### src/sv/bpc_pkg.sv
`timescale 1ns / 1ps
// ----------------------------------------------------------------------------
// bpc_pkg
// Shared types, codes and reset values for the button press classifier.
// ----------------------------------------------------------------------------
package bpc_pkg;

    localparam int TIMER_BITS_DEF = 16;
    localparam int CFG_W          = 16;
    localparam int IDX_W          = 4;
    localparam int PHASE_W        = 3;
    localparam int GESTURE_W      = 3;

    // Register indexes on the configuration channel
    localparam logic [IDX_W-1:0] REG_DEBOUNCE = 4'd0;
    localparam logic [IDX_W-1:0] REG_MEDIUM   = 4'd1;
    localparam logic [IDX_W-1:0] REG_GAP      = 4'd2;
    localparam logic [IDX_W-1:0] REG_LONG     = 4'd3;

    // Reset values of the thresholds
    localparam logic [CFG_W-1:0] DEBOUNCE_RST = 16'd50;
    localparam logic [CFG_W-1:0] MEDIUM_RST   = 16'd1000;
    localparam logic [CFG_W-1:0] GAP_RST      = 16'd100;
    localparam logic [CFG_W-1:0] LONG_RST     = 16'd4000;

    // Gesture phases
    localparam logic [PHASE_W-1:0] PH_IDLE     = 3'd0;
    localparam logic [PHASE_W-1:0] PH_DEBOUNCE = 3'd1;
    localparam logic [PHASE_W-1:0] PH_HELD     = 3'd2;
    localparam logic [PHASE_W-1:0] PH_GAP      = 3'd3;
    localparam logic [PHASE_W-1:0] PH_LONGHOLD = 3'd4;
    localparam logic [PHASE_W-1:0] PH_RELEASE  = 3'd5;

    // Gesture codes
    localparam logic [GESTURE_W-1:0] G_NONE   = 3'd0;
    localparam logic [GESTURE_W-1:0] G_SHORT  = 3'd1;
    localparam logic [GESTURE_W-1:0] G_DOUBLE = 3'd2;
    localparam logic [GESTURE_W-1:0] G_MEDIUM = 3'd3;
    localparam logic [GESTURE_W-1:0] G_LONG   = 3'd4;

    typedef struct packed {
        logic [CFG_W-1:0] debounce_ticks;
        logic [CFG_W-1:0] medium_ticks;
        logic [CFG_W-1:0] gap_ticks;
        logic [CFG_W-1:0] long_ticks;
    } cfg_t;

    localparam cfg_t CFG_RST = '{
        debounce_ticks: DEBOUNCE_RST,
        medium_ticks:   MEDIUM_RST,
        gap_ticks:      GAP_RST,
        long_ticks:     LONG_RST
    };

endpackage

### src/sv/bpc_step.sv
`timescale 1ns / 1ps
// ----------------------------------------------------------------------------
// bpc_step
// Next-state and gesture logic for one button sample.
// ----------------------------------------------------------------------------
module bpc_step
    import bpc_pkg::*;
#(
    parameter int TIMER_BITS = TIMER_BITS_DEF
)
(
    input  logic [PHASE_W-1:0]    phase,
    input  logic [TIMER_BITS-1:0] stamp,
    input  logic                  pressed,
    input  logic [TIMER_BITS-1:0] time_now,
    input  cfg_t                  cfg,
    output logic [PHASE_W-1:0]    phase_next,
    output logic [TIMER_BITS-1:0] stamp_next,
    output logic [GESTURE_W-1:0]  gesture
);

    localparam int CMP_W = (TIMER_BITS > CFG_W) ? TIMER_BITS : CFG_W;

    logic [TIMER_BITS-1:0] elapsed;
    logic [CMP_W-1:0]      elapsed_x;
    logic                  over_debounce;
    logic                  over_medium;
    logic                  over_gap;
    logic                  over_long;

    // modulo 2^TIMER_BITS, so timer wrap is harmless
    assign elapsed   = time_now - stamp;
    assign elapsed_x = CMP_W'(elapsed);

    assign over_debounce = elapsed_x > CMP_W'(cfg.debounce_ticks);
    assign over_medium   = elapsed_x > CMP_W'(cfg.medium_ticks);
    assign over_gap      = elapsed_x > CMP_W'(cfg.gap_ticks);
    assign over_long     = elapsed_x > CMP_W'(cfg.long_ticks);

    always_comb
    begin
        phase_next = phase;
        stamp_next = stamp;
        gesture    = G_NONE;
        case (phase)
            PH_IDLE:
            begin
                if (pressed)
                begin
                    phase_next = PH_DEBOUNCE;
                    stamp_next = time_now;
                end
            end
            PH_DEBOUNCE:
            begin
                if (!pressed)
                    phase_next = PH_IDLE;
                else if (over_debounce)
                    phase_next = PH_HELD;
            end
            PH_HELD:
            begin
                if (!pressed)
                begin
                    phase_next = PH_GAP;
                    stamp_next = time_now;
                end
                else if (over_medium)
                    phase_next = PH_LONGHOLD;
            end
            PH_GAP:
            begin
                if (pressed)
                begin
                    gesture    = G_DOUBLE;
                    phase_next = PH_RELEASE;
                end
                else if (over_gap)
                begin
                    gesture    = G_SHORT;
                    phase_next = PH_IDLE;
                end
            end
            PH_LONGHOLD:
            begin
                if (!pressed)
                begin
                    gesture    = G_MEDIUM;
                    phase_next = PH_IDLE;
                end
                else if (over_long)
                begin
                    gesture    = G_LONG;
                    phase_next = PH_RELEASE;
                end
            end
            PH_RELEASE:
            begin
                if (!pressed)
                    phase_next = PH_IDLE;
            end
            default:
            begin
                phase_next = PH_IDLE;
            end
        endcase
    end

endmodule

### src/sv/button_press_classifier.sv
`timescale 1ns / 1ps
// ----------------------------------------------------------------------------
// button_press_classifier
// Classifies polled button samples into short, double, medium and long
// presses; one result transaction per sample.
// ----------------------------------------------------------------------------
//
//  channel  | direction | handshake              | payload
//  ---------+-----------+------------------------+------------------------------
//  s_axis   | in        | s_tvalid / s_tready    | s_tdata: pressed, time_now
//  m_axis   | out       | m_tvalid / m_tready    | m_tdata: gesture
//  cfg      | in        | cfg_valid / cfg_ready  | cfg_index, cfg_data
//
//  One sample per clock while s_tready is high. The step (subtract, four
//  compares, phase update) sits between the phase/stamp registers and the
//  result register, so a gesture shows in the cycle after its sample.
//  s_tready is high whenever the result register is empty or is being
//  drained in the same cycle; a stall on m_tready stalls the input only
//  while the held result is still waiting.
//  Reset (rst_n low, asynchronous) sets the phase to idle, the stamp to
//  zero, the thresholds to their defaults and empties the result register.
//  cfg_ready is always high; writes take effect on the next cycle.
// ----------------------------------------------------------------------------
module button_press_classifier
    import bpc_pkg::*;
#(
    parameter int TIMER_BITS = TIMER_BITS_DEF
)
(
    input  logic                                    clk,
    input  logic                                    rst_n,
    // sample stream
    input  logic                                    s_tvalid,
    output logic                                    s_tready,
    // [0] pressed, [TIMER_BITS:1] time_now, zero fill above
    input  logic [((TIMER_BITS+1+7)/8)*8-1:0]       s_tdata,
    // gesture stream
    output logic                                    m_tvalid,
    input  logic                                    m_tready,
    // [2:0] gesture, zero fill above
    output logic [7:0]                              m_tdata,
    // configuration writes
    input  logic                                    cfg_valid,
    output logic                                    cfg_ready,
    input  logic [IDX_W-1:0]                        cfg_index,
    input  logic [CFG_W-1:0]                        cfg_data
);

    // ------------------------------------------------------------------
    // State
    // ------------------------------------------------------------------
    logic [PHASE_W-1:0]    phase_reg;
    logic [PHASE_W-1:0]    phase_next;
    logic [TIMER_BITS-1:0] stamp_reg;
    logic [TIMER_BITS-1:0] stamp_next;
    cfg_t                  cfg_reg;
    cfg_t                  cfg_next;
    logic                  out_valid_reg;
    logic                  out_valid_next;
    logic [GESTURE_W-1:0]  gesture_reg;
    logic [GESTURE_W-1:0]  gesture_next;

    logic                  s_accept;
    logic                  m_accept;
    logic                  pressed;
    logic [TIMER_BITS-1:0] time_now;
    logic [GESTURE_W-1:0]  step_gesture;

    // field unpack
    assign pressed  = s_tdata[0];
    assign time_now = s_tdata[TIMER_BITS:1];

    // result register doubles as the skid: free, or emptying this cycle
    assign s_tready = !out_valid_reg || m_tready;
    assign s_accept = s_tvalid && s_tready;
    assign m_accept = out_valid_reg && m_tready;

    assign m_tvalid  = out_valid_reg;
    assign m_tdata   = {{(8-GESTURE_W){1'b0}}, gesture_reg};
    assign cfg_ready = 1'b1;

    // ------------------------------------------------------------------
    // Gesture step
    // ------------------------------------------------------------------
    bpc_step #(
        .TIMER_BITS (TIMER_BITS)
    ) u_step (
        .phase      (phase_reg),
        .stamp      (stamp_reg),
        .pressed    (pressed),
        .time_now   (time_now),
        .cfg        (cfg_reg),
        .phase_next (phase_next),
        .stamp_next (stamp_next),
        .gesture    (step_gesture)
    );

    // ------------------------------------------------------------------
    // Next-value logic
    // ------------------------------------------------------------------
    always_comb
    begin
        cfg_next = cfg_reg;
        if (cfg_valid)
        begin
            case (cfg_index)
                REG_DEBOUNCE: cfg_next.debounce_ticks = cfg_data;
                REG_MEDIUM:   cfg_next.medium_ticks   = cfg_data;
                REG_GAP:      cfg_next.gap_ticks      = cfg_data;
                REG_LONG:     cfg_next.long_ticks     = cfg_data;
                default:      cfg_next                = cfg_reg;  // unknown index ignored
            endcase
        end
    end

    always_comb
    begin
        out_valid_next = out_valid_reg;
        gesture_next   = gesture_reg;
        if (s_accept)
        begin
            out_valid_next = 1'b1;
            gesture_next   = step_gesture;
        end
        else if (m_accept)
        begin
            out_valid_next = 1'b0;
        end
    end

    // ------------------------------------------------------------------
    // Registers
    // ------------------------------------------------------------------
    always_ff @(posedge clk or negedge rst_n)
    begin
        if (!rst_n)
        begin
            phase_reg     <= PH_IDLE;
            stamp_reg     <= '0;
            cfg_reg       <= CFG_RST;
            out_valid_reg <= 1'b0;
        end
        else
        begin
            cfg_reg       <= cfg_next;
            out_valid_reg <= out_valid_next;
            if (s_accept)
            begin
                phase_reg <= phase_next;
                stamp_reg <= stamp_next;
            end
        end
    end

    // payload, no reset
    always_ff @(posedge clk)
    begin
        gesture_reg <= gesture_next;
    end

    // ------------------------------------------------------------------
    // Assertions
    // ------------------------------------------------------------------
    a_phase_legal: assert property (@(posedge clk) disable iff (!rst_n)
        phase_reg <= PH_RELEASE)
        else $error("phase register holds an unused code");

    a_gesture_legal: assert property (@(posedge clk) disable iff (!rst_n)
        m_tvalid |-> (gesture_reg <= G_LONG))
        else $error("gesture code out of range");

    a_release_to_idle: assert property (@(posedge clk) disable iff (!rst_n)
        (s_accept && phase_reg == PH_RELEASE && !pressed) |=> phase_reg == PH_IDLE)
        else $error("release sample did not return to idle");

    a_quiet_phases: assert property (@(posedge clk) disable iff (!rst_n)
        (s_accept && phase_reg != PH_GAP && phase_reg != PH_LONGHOLD)
        |=> gesture_reg == G_NONE)
        else $error("gesture reported from a phase that cannot end a press");

endmodule
### config.mk
export PLATFORM = sky130hd
export DESIGN_NAME = button_press_classifier
export DESIGN_NICKNAME = d
export VERILOG_FILES = /design/src/sv/bpc_pkg.sv /design/src/sv/bpc_step.sv /design/src/sv/button_press_classifier.sv
export SDC_FILE = /design/constraint.sdc
export NUM_CORES = 1
export LEC_CHECK = 0
export BUFFER_PORTS_ARGS = -buffer_cell sky130_fd_sc_hd__clkbuf_2
export CORE_ASPECT_RATIO = 1.1
export CORE_MARGIN = 3
export CORE_UTILIZATION = 57
export CTS_BUF_LIST = sky130_fd_sc_hd__clkbuf_8 sky130_fd_sc_hd__clkbuf_16
export CTS_CLUSTER_SIZE = 14
export DETAILED_ROUTE_END_ITERATION = 8
export PLACE_DENSITY = 0.76
export SYNTH_ARGS = -nofsm -noshare
export SYNTH_HDL_FRONTEND = slang
export SYNTH_SLANG_ARGS = --single-unit
### constraint.sdc
create_clock -name clk -period 12.2 [get_ports clk]
set_input_delay 2.44 -clock clk [delete_from_list [all_inputs] [get_ports clk]]
set_output_delay 2.44 -clock clk [all_outputs]
set_load 0.03 [all_outputs]
Word-level counts from Yosys, hierarchy flattened
Index checks and enable logic that the tools add are counted.

cells by class
  add/subtract/negate cells = 1
  order comparisons = 4
  equality and inequality tests = 15
  mux-type cells = 21
  reduce and logical (&&, ||, !) cells = 14

operators by type and width
  kind                count
  $gt 16x16->1        4
  $mux 3              13
  $mux 16             2
  $pmux 16 s2         1
  $pmux 3 s6          1
  $sub 16x16->16      1
  $ne 3x2->1 const B  4
  $eq 4x2->1 const B  2
  $reduce_and 2->1    4
  $reduce_and 7->1    1
  $eq 3x2->1 const B  2
  $eq 3x3->1 const B  2
  $ne 2x2->1 const B  3
  $pmux 3 s2          1
  $eq 4x1->1 const B  1
  $logic_not 4->1     1
  $reduce_and 4->1    1
  $reduce_bool 2->1   2
  $eq 3x1->1 const B  1
  $logic_not 3->1     1
  $mux 1              3
  $logic_and 1x1->1   2
  $logic_not 1->1     1
  $logic_or 1x1->1    1

word-level totals
  flip-flop bits (word level) = 87
  input port bits = 49
  word-level logic and storage cells = 63

Logic depth before layout (Yosys ltp)
Gate-level depths: netlist of run 1.

  word-level depth = 5
  gate-level depth with buffers = 18
  depth with buffers taken out = 18

By module
From an unflattened synthesis of run 1, not the netlist that was laid out.

unflattened totals
  cells, all modules = 586
  area, all modules = 6127.1 um^2

by module, submodules not included
  module                   times used  cells each  area an instance (um^2)
  button_press_classifier  1           195         3395.8
  bpc_step                 1           391         2731.4

Worst setup path after synthesis of run 1
Ideal clock, no wire load.

  path type = in2reg
  from = input port s_tdata[1]
  to = register phase_reg[2]
  library setup time = 120 ps
  data arrival time = 5949 ps
  data required time = 12080 ps
  path slack = 6130 ps
  stages on the path = 17
  buffers on the path = 0
  path through = inv_1 ha_1 fa_1 nor2b_1 o31a_1 o221a_2 o311ai_4 a21oi_2 mux2_4 o2111ai_1 ha_1 a21oi_1 a21boi_1 or4b_1 a221oi_2 nor4_4 a41o_1

between the ends
  cells in the longest elaborated chain, start to end = 4
  elaborated cells on any way between the ends = 10
  classes of those cells = 1 x add/sub; 4 x order compare; 4 x eq/ne; 1 x reduce/logical

RTL lines
  what                             RTL line                        source
  from (decl)                      button_press_classifier.sv:36   input logic [((TIMER_BITS+1+7)/8)*8-1:0] s_tdata,
  $sub 16x16->16 (*)               bpc_step.sv:32                  assign elapsed = time_now - stamp;
  $gt 16x16->1 (on tied branches)  n/a
  $ne 3x2->1 (no line)             n/a
  $reduce_and 7->1 (no line) (*)   n/a
  to (signal assigned)             button_press_classifier.sv:149  phase_reg <= phase_next;
  to (decl)                        button_press_classifier.sv:52   logic [PHASE_W-1:0] phase_reg;

Every way passes the cells marked *; elsewhere a longest branch is shown, timed or not.
A chain may end at the register's enable or synchronous reset.

Final worst setup path of run 1
Same ends and word-level chain as after synthesis.

==> results of run 1 <==
-- power by group through the flow --
stage | clock network [mW] | logic (mW) | registers, mW
after global routing | 0.215 | 1.15 | 0.440
after CTS | 0.205 | 1.01 | 0.430
after detailed placement | 0 | 0.997 | 0.436
final | 0.201 | 1.01 | 0.430
after global placement | 0 | 0.946 | 0.430
after floorplan | 0 | 0.774 | 0.416
-- cell usage after synthesis (4+ instances only) --
cell type / count / area share [%]
inv_1: 90 / 5.8
dfrtp_1: 66 / 28
nor3_1: 5 / 0.43
o21a_1: 9 / 1.2
a21o_1: 5 / 0.64
a21oi_1: 38 / 3.2
nand2_1: 57 / 3.7
dfstp_2: 18 / 8.1
xnor2_1: 10 / 1.5
mux2_1: 6 / 1.2
nor2_1: 17 / 1.1
nand4_1: 10 / 1.1
ha_1: 79 / 17
nand3_1: 9 / 0.77
clkbuf_1: 8 / 0.51
buf_4: 8 / 1.0
nor4_1: 4 / 0.43
o21ai_0: 41 / 3.5
nor2b_1: 7 / 0.75
nand2b_1: 5 / 0.53
mux2_2: 42 / 8.1
-- final timing paths --
path	start	end	slack, ps	cells past startpoint
worst max-delay path	s_tdata[1]	phase_reg[2]	5890	19
worst min-delay path	stamp_reg[8]	stamp_reg[8]	500	1
worst max register to register	stamp_reg[0]	phase_reg[2]	7680	17
worst min register to register	stamp_reg[8]	stamp_reg[8]	500	1
max in group asynchronous	rst_n	cfg_reg[17]	9260	1
min in group asynchronous	rst_n	stamp_reg[8]	2200	1
-- area by class of cell --
cell class	count	area [um2]
clock inverters	7	63.8
flip-flops and latches	87	2210
well taps	120	150
multi-input cells	406	3210
fillers	860	3590
repair buffers	48	248
clock buffers	9	124
inverters	90	338
-- routing by layer --
metal | wire length (um) | GRT usage [%] | up-vias | share of wire, %
li1 | - | - | 2147 | -
met1 | 5500 | 28.7 | 2085 | 44
met2 | 6200 | 40.0 | 58 | 50
met3 | 416 | 4.47 | 23 | 3.4
met4 | 262 | 9.19 | 0 | 2.1
met5 | 0 | 0 | - | 0
-- kinds of logic after synthesis --
family	after synthesis	synth area share (%)
other cells	2	0.128
flops	87	37.8
simple gates	133	11.6
xor+xnor	12	1.79
buf+inv	110	7.76
compound gates	124	13.8
fa+ha+maj	80	17.2
mux	51	9.83
-- worst max-delay path: cells and delay by family --
family	cells	cell delay (ps)
adders and majority gates	3	1020
buffers and inverters	2	110
muxes	1	190
and+or+nand+nor	5	1230
AOI/OAI and AO/OA	8	1580
-- stage by stage --
step | power [mW] | setup WS (ps) | hold WS [ps]
3_5_place_dp | 1.43 | 5490 | 486
6_report | 1.64 | 5890 | 502
2_1_floorplan | 1.19 | 6130 | 453
3_3_place_gp | 1.38 | 5570 | 470
5_1_grt | 1.81 | 5500 | 520
4_1_cts | 1.64 | 5880 | 508
==> metrics, run 1 <==
commonest non-fill, non-tap cell in the layout=inv_1; total core area=9940 um2; post-layout util=63.9%; largest net degree at the start of global routing=85; Worst Setup Start Kind=input port; maximum VDD drop=0.113 mV; max frequency=0.158 GHz; post-CTS setup repair buffer count=0; first-pass detailed-route iteration total=4; vias in the first global route=4493; Logic pwr share=61.5%; status=finished clean; average size of a mapped cell=9.78 um2; minimum clock period=6310 ps; CTS buffer count=9; TritonCTS clock tree=yes; final WL=12.4 mm; initial antenna violation count=0; CP Cell Sequence=clkbuf_2, inv_1, ha_1, fa_1, nor2b_1, o31a_1, o221a_2, o311ai_4, a21oi_2, mux2_4, o2111ai_1, ha_1, nand4_1, nor4_2, a21boi_2, nor4_1, nor4_4, a21oi_1, a41o_1; area grow syn2layout=8.40%; Initial Utilization=58.9%; fin crit share=51.7%; hold_buf cts=0; Die Wd=103 um; Leak=3.04 nW; nets=771; cell-internal power=904 uW; RSZ-0062 raised after global routing=no; max cap viols=0; clock share of power=12.2%; max_slew headroom=29.1%; endpoints failing hold=0; Worst Hold Class=reg -> reg; layout cells sized above 1=21.2%; DR vias/cell=5.62; post-cts resize count=0; Seq/Total Area, Yosys=37.8%; Max Slew Vio Count=0; Final ANT Viol Nets=0; post-DR wirelength/cell=16.1 um; Inst Count DP=751; worst-margin pin slew=1060 ps; clk root buf=clkbuf_8; Setup Skew=13.8 ps; Critical Path Most Common Cell=ha_1; Num Clock Sinks=87; H-tree Lvls=3; ys flop type=dfrtp_1; maximum buffer depth of the clock tree=2; Post-Layout Cell Count=767; Fin Setup TNS=0 ps; WP data arrival=6580 ps; Largest register FFs=64; Worst-Skew Late Latency=390 ps; critical path class=in -> reg; Cell Rows=38; power per cell area=258 nW/um2; Seq cells post-synth=87; n_diodes=0; Crit-path slowest cell=nor4_4; # IOs=60; critical path's largest stage delay=420 ps; most frequent cells in the layout=inv_1 (90), ha_1 (79), dfrtp_1 (66); Crit Path Max Fanout=6; yosys warns=0; switch share=44.8%; HPWL after DPL=9.48 mm; P_sw=735 uW; total track usage=23.4%; placed inst area=6160 um2; sequential share of power=26.2%; Critical Path Sink Type=flip-flop; Post-synth EDFFs=3; initial DRC count=240; Clock Pin Slew Worst Setup and Hold Paths=100 ps; Vias=4313; first-pass GRT wire length=20.9 mm; Port Buffer Count=46; CP required=12470 ps; total grt overflow=0; Final Cell Area=6350 um2; Die ar.=11500 um2; Residual DRC=0; asr flop ratio synth=96.6%; Post-Syn Area=5860 um2; setup violators final=0; Die Height=112 um; distinct cell type count after synthesis=65; RD Place Congestion=0.832; post-synthesis cell count=599
Note: power is estimated with default switching activity, not from simulation.
==> run 2: changes to the inputs <==
- clock period: 12.2 -> 6 ns (I/O delays scaled with it)
==> run 2 against run 1 <==
Effect of this change: via count grew 0.46%; cell count shrank 0.13%; total power grew 110%; combinational power rose by 100%; worst setup slack got worse by 5000 ps; clock-buffer cell count did not move; largest cell class unchanged.
==> metrics, run 2 (synthesis results as in run 1) <==
total core area=9940 um2 (unchanged); Worst Hold Class=reg -> reg (unchanged); first-pass GRT wire length=21.1 mm (was 20.9 mm); maximum VDD drop=0.275 mV (was 0.113 mV); endpoints failing hold=0 (unchanged); switch share=43.7% (was 44.8%); Setup Skew=8.64 ps (was 13.8 ps); post-CTS setup repair buffer count=0 (unchanged); Crit Path Max Fanout=6 (unchanged); max_slew headroom=18.8% (was 29.1%); Die ar.=11500 um2 (unchanged); Max Slew Vio Count=0 (unchanged); Largest register FFs=64 (unchanged); CTS buffer count=9 (unchanged); critical path class=in -> reg (unchanged); Die Height=112 um (unchanged); maximum buffer depth of the clock tree=2 (unchanged); cell-internal power=1.92 mW (was 904 uW); Logic pwr share=60.1% (was 61.5%); fin crit share=84.9%; TritonCTS clock tree=yes (unchanged); Sequential Area=2210 um2 (unchanged); DR vias/cell=5.66 (was 5.62); # IOs=60 (unchanged); Num Clock Sinks=87 (unchanged); Cell Rows=38 (unchanged); most frequent cells in the layout=inv_1 (90), ha_1 (79), dfrtp_1 (66) (unchanged); first-pass detailed-route iteration total=4 (unchanged); RSZ-0062 raised after global routing=no (unchanged); worst-margin pin slew=1220 ps (was 1060 ps); setup violators final=0 (unchanged); area grow syn2layout=9.08% (was 8.40%); Worst Setup Start Kind=input port (unchanged); n_diodes=0 (unchanged); RD Place Congestion=0.852 (was 0.832); Leak=3.06 nW (was 3.04 nW); minimum clock period=5090 ps; Initial Utilization=58.9% (unchanged); nets=770 (was 771); H-tree Lvls=3 (unchanged); Vias=4333 (was 4313); Residual DRC=0 (unchanged); total track usage=23.3% (was 23.4%); Die Wd=103 um (unchanged); HPWL after DPL=9.52 mm (was 9.48 mm); commonest non-fill, non-tap cell in the layout=inv_1 (unchanged); Multi-input gate area=3210 um2 (unchanged); post-cts resize count=0 (unchanged); hold_buf cts=0 (unchanged); Post-Layout Cell Count=766 (was 767); Clock Pin Slew Worst Setup and Hold Paths=90 ps (was 100 ps); post-DR wirelength/cell=16.2 um (was 16.1 um); Layout fillers=824 (was 860); Port Buffer Count=46 (unchanged); P_sw=1.49 mW (was 735 uW); Critical Path Sink Type=flip-flop (unchanged); vias in the first global route=4572 (was 4493); Fin Setup TNS=0 ps (unchanged); Inst Count DP=750 (was 751); sequential share of power=25.7% (was 26.2%); max cap viols=0 (unchanged); total grt overflow=0 (unchanged); clock share of power=14.2% (was 12.2%); largest net degree at the start of global routing=85 (unchanged); CP required=6260 ps (was 12470 ps); initial DRC count=204 (was 240); power per cell area=535 nW/um2 (was 258 nW/um2); max frequency=0.196 GHz; final WL=12.4 mm (about the same); status=finished clean (unchanged); initial antenna violation count=0 (unchanged); WP data arrival=5360 ps (was 6580 ps); clk root buf=clkbuf_8 (unchanged); layout cells sized above 1=21.2% (about the same); Final ANT Viol Nets=0 (unchanged); Worst-Skew Late Latency=370 ps (was 390 ps)
-- run 2: cell types whose count changed in the layout (fill, tap and decap cells not counted) --
cell / before / now
clkinv_1: 2 / 1
clkinv_4: 1 / 0
bufinv_16: 1 / 3
buf_4: 3 / 2
-- run 2: cell type report --
type / count / share of cell area (%)
Timing Repair Buffer: 47 / 3.76
Multi-Input combinational cell: 406 / 50.2
Inverter: 90 / 5.29
Sequential cell: 87 / 34.7
Tap cell: 120 / 2.35
Clock inverter: 7 / 1.74
Clock buffer: 9 / 1.94
-- run 2: critical path, cell delays in order --
cell and delay, ps:
clkbuf_2 70, inv_1 40, ha_1 220, fa_1 420, nor2b_1 170, o31a_1 210, o221a_2 270, o311ai_4 100
a21oi_2 200, mux2_4 170, o2111ai_1 230, ha_1 400, nand4_1 210, nor4_2 380, a21boi_2 210, nor4_1 80
nor4_4 420, a21oi_1 120, a41o_1 220
-- run 2: through the flow --
stage	hold slack (ps)	worst slack (ps)	total power [mW]	utilization, %	cell area (um2)
floorplan	453	1170	2.42	-	5870
global placement	473	676	2.80	61.9	6150
detailed placement	486	586	2.92	61.9	6150
CTS	507	927	3.43	64.3	6390
global route	522	619	3.77	64.3	6390
finish	505	906	3.42	64.3	6390
-- run 2: path summary, 6_finish.rpt --
check	from	end	slack (ps)	cells past startpoint
max reg2reg	stamp_reg[0]	phase_reg[2]	1460	17
min	stamp_reg[9]	stamp_reg[9]	500	1
min in group asynchronous	rst_n	stamp_reg[11]	1000	1
max in group asynchronous	rst_n	cfg_reg[20]	4300	1
max	s_tdata[1]	phase_reg[2]	910	19
min reg2reg	stamp_reg[9]	stamp_reg[9]	500	1
-- run 2: metal layers --
layer  global-route usage, %  wire length, um
met4                    11.6              418
met1                    28.6             5440
met5                       0                0
met2                    39.3             6160
met3                    3.48              361
-- run 2: power by group through the flow --
stage | registers [mW] | logic (mW) | clock network (mW)
2_1_floorplan | 0.846 | 1.57 | 0
3_3_place_gp | 0.874 | 1.93 | 0
3_5_place_dp | 0.889 | 2.03 | 0
4_1_cts | 0.878 | 2.06 | 0.498
5_1_grt | 0.899 | 2.35 | 0.524
6_report | 0.878 | 2.05 | 0.485
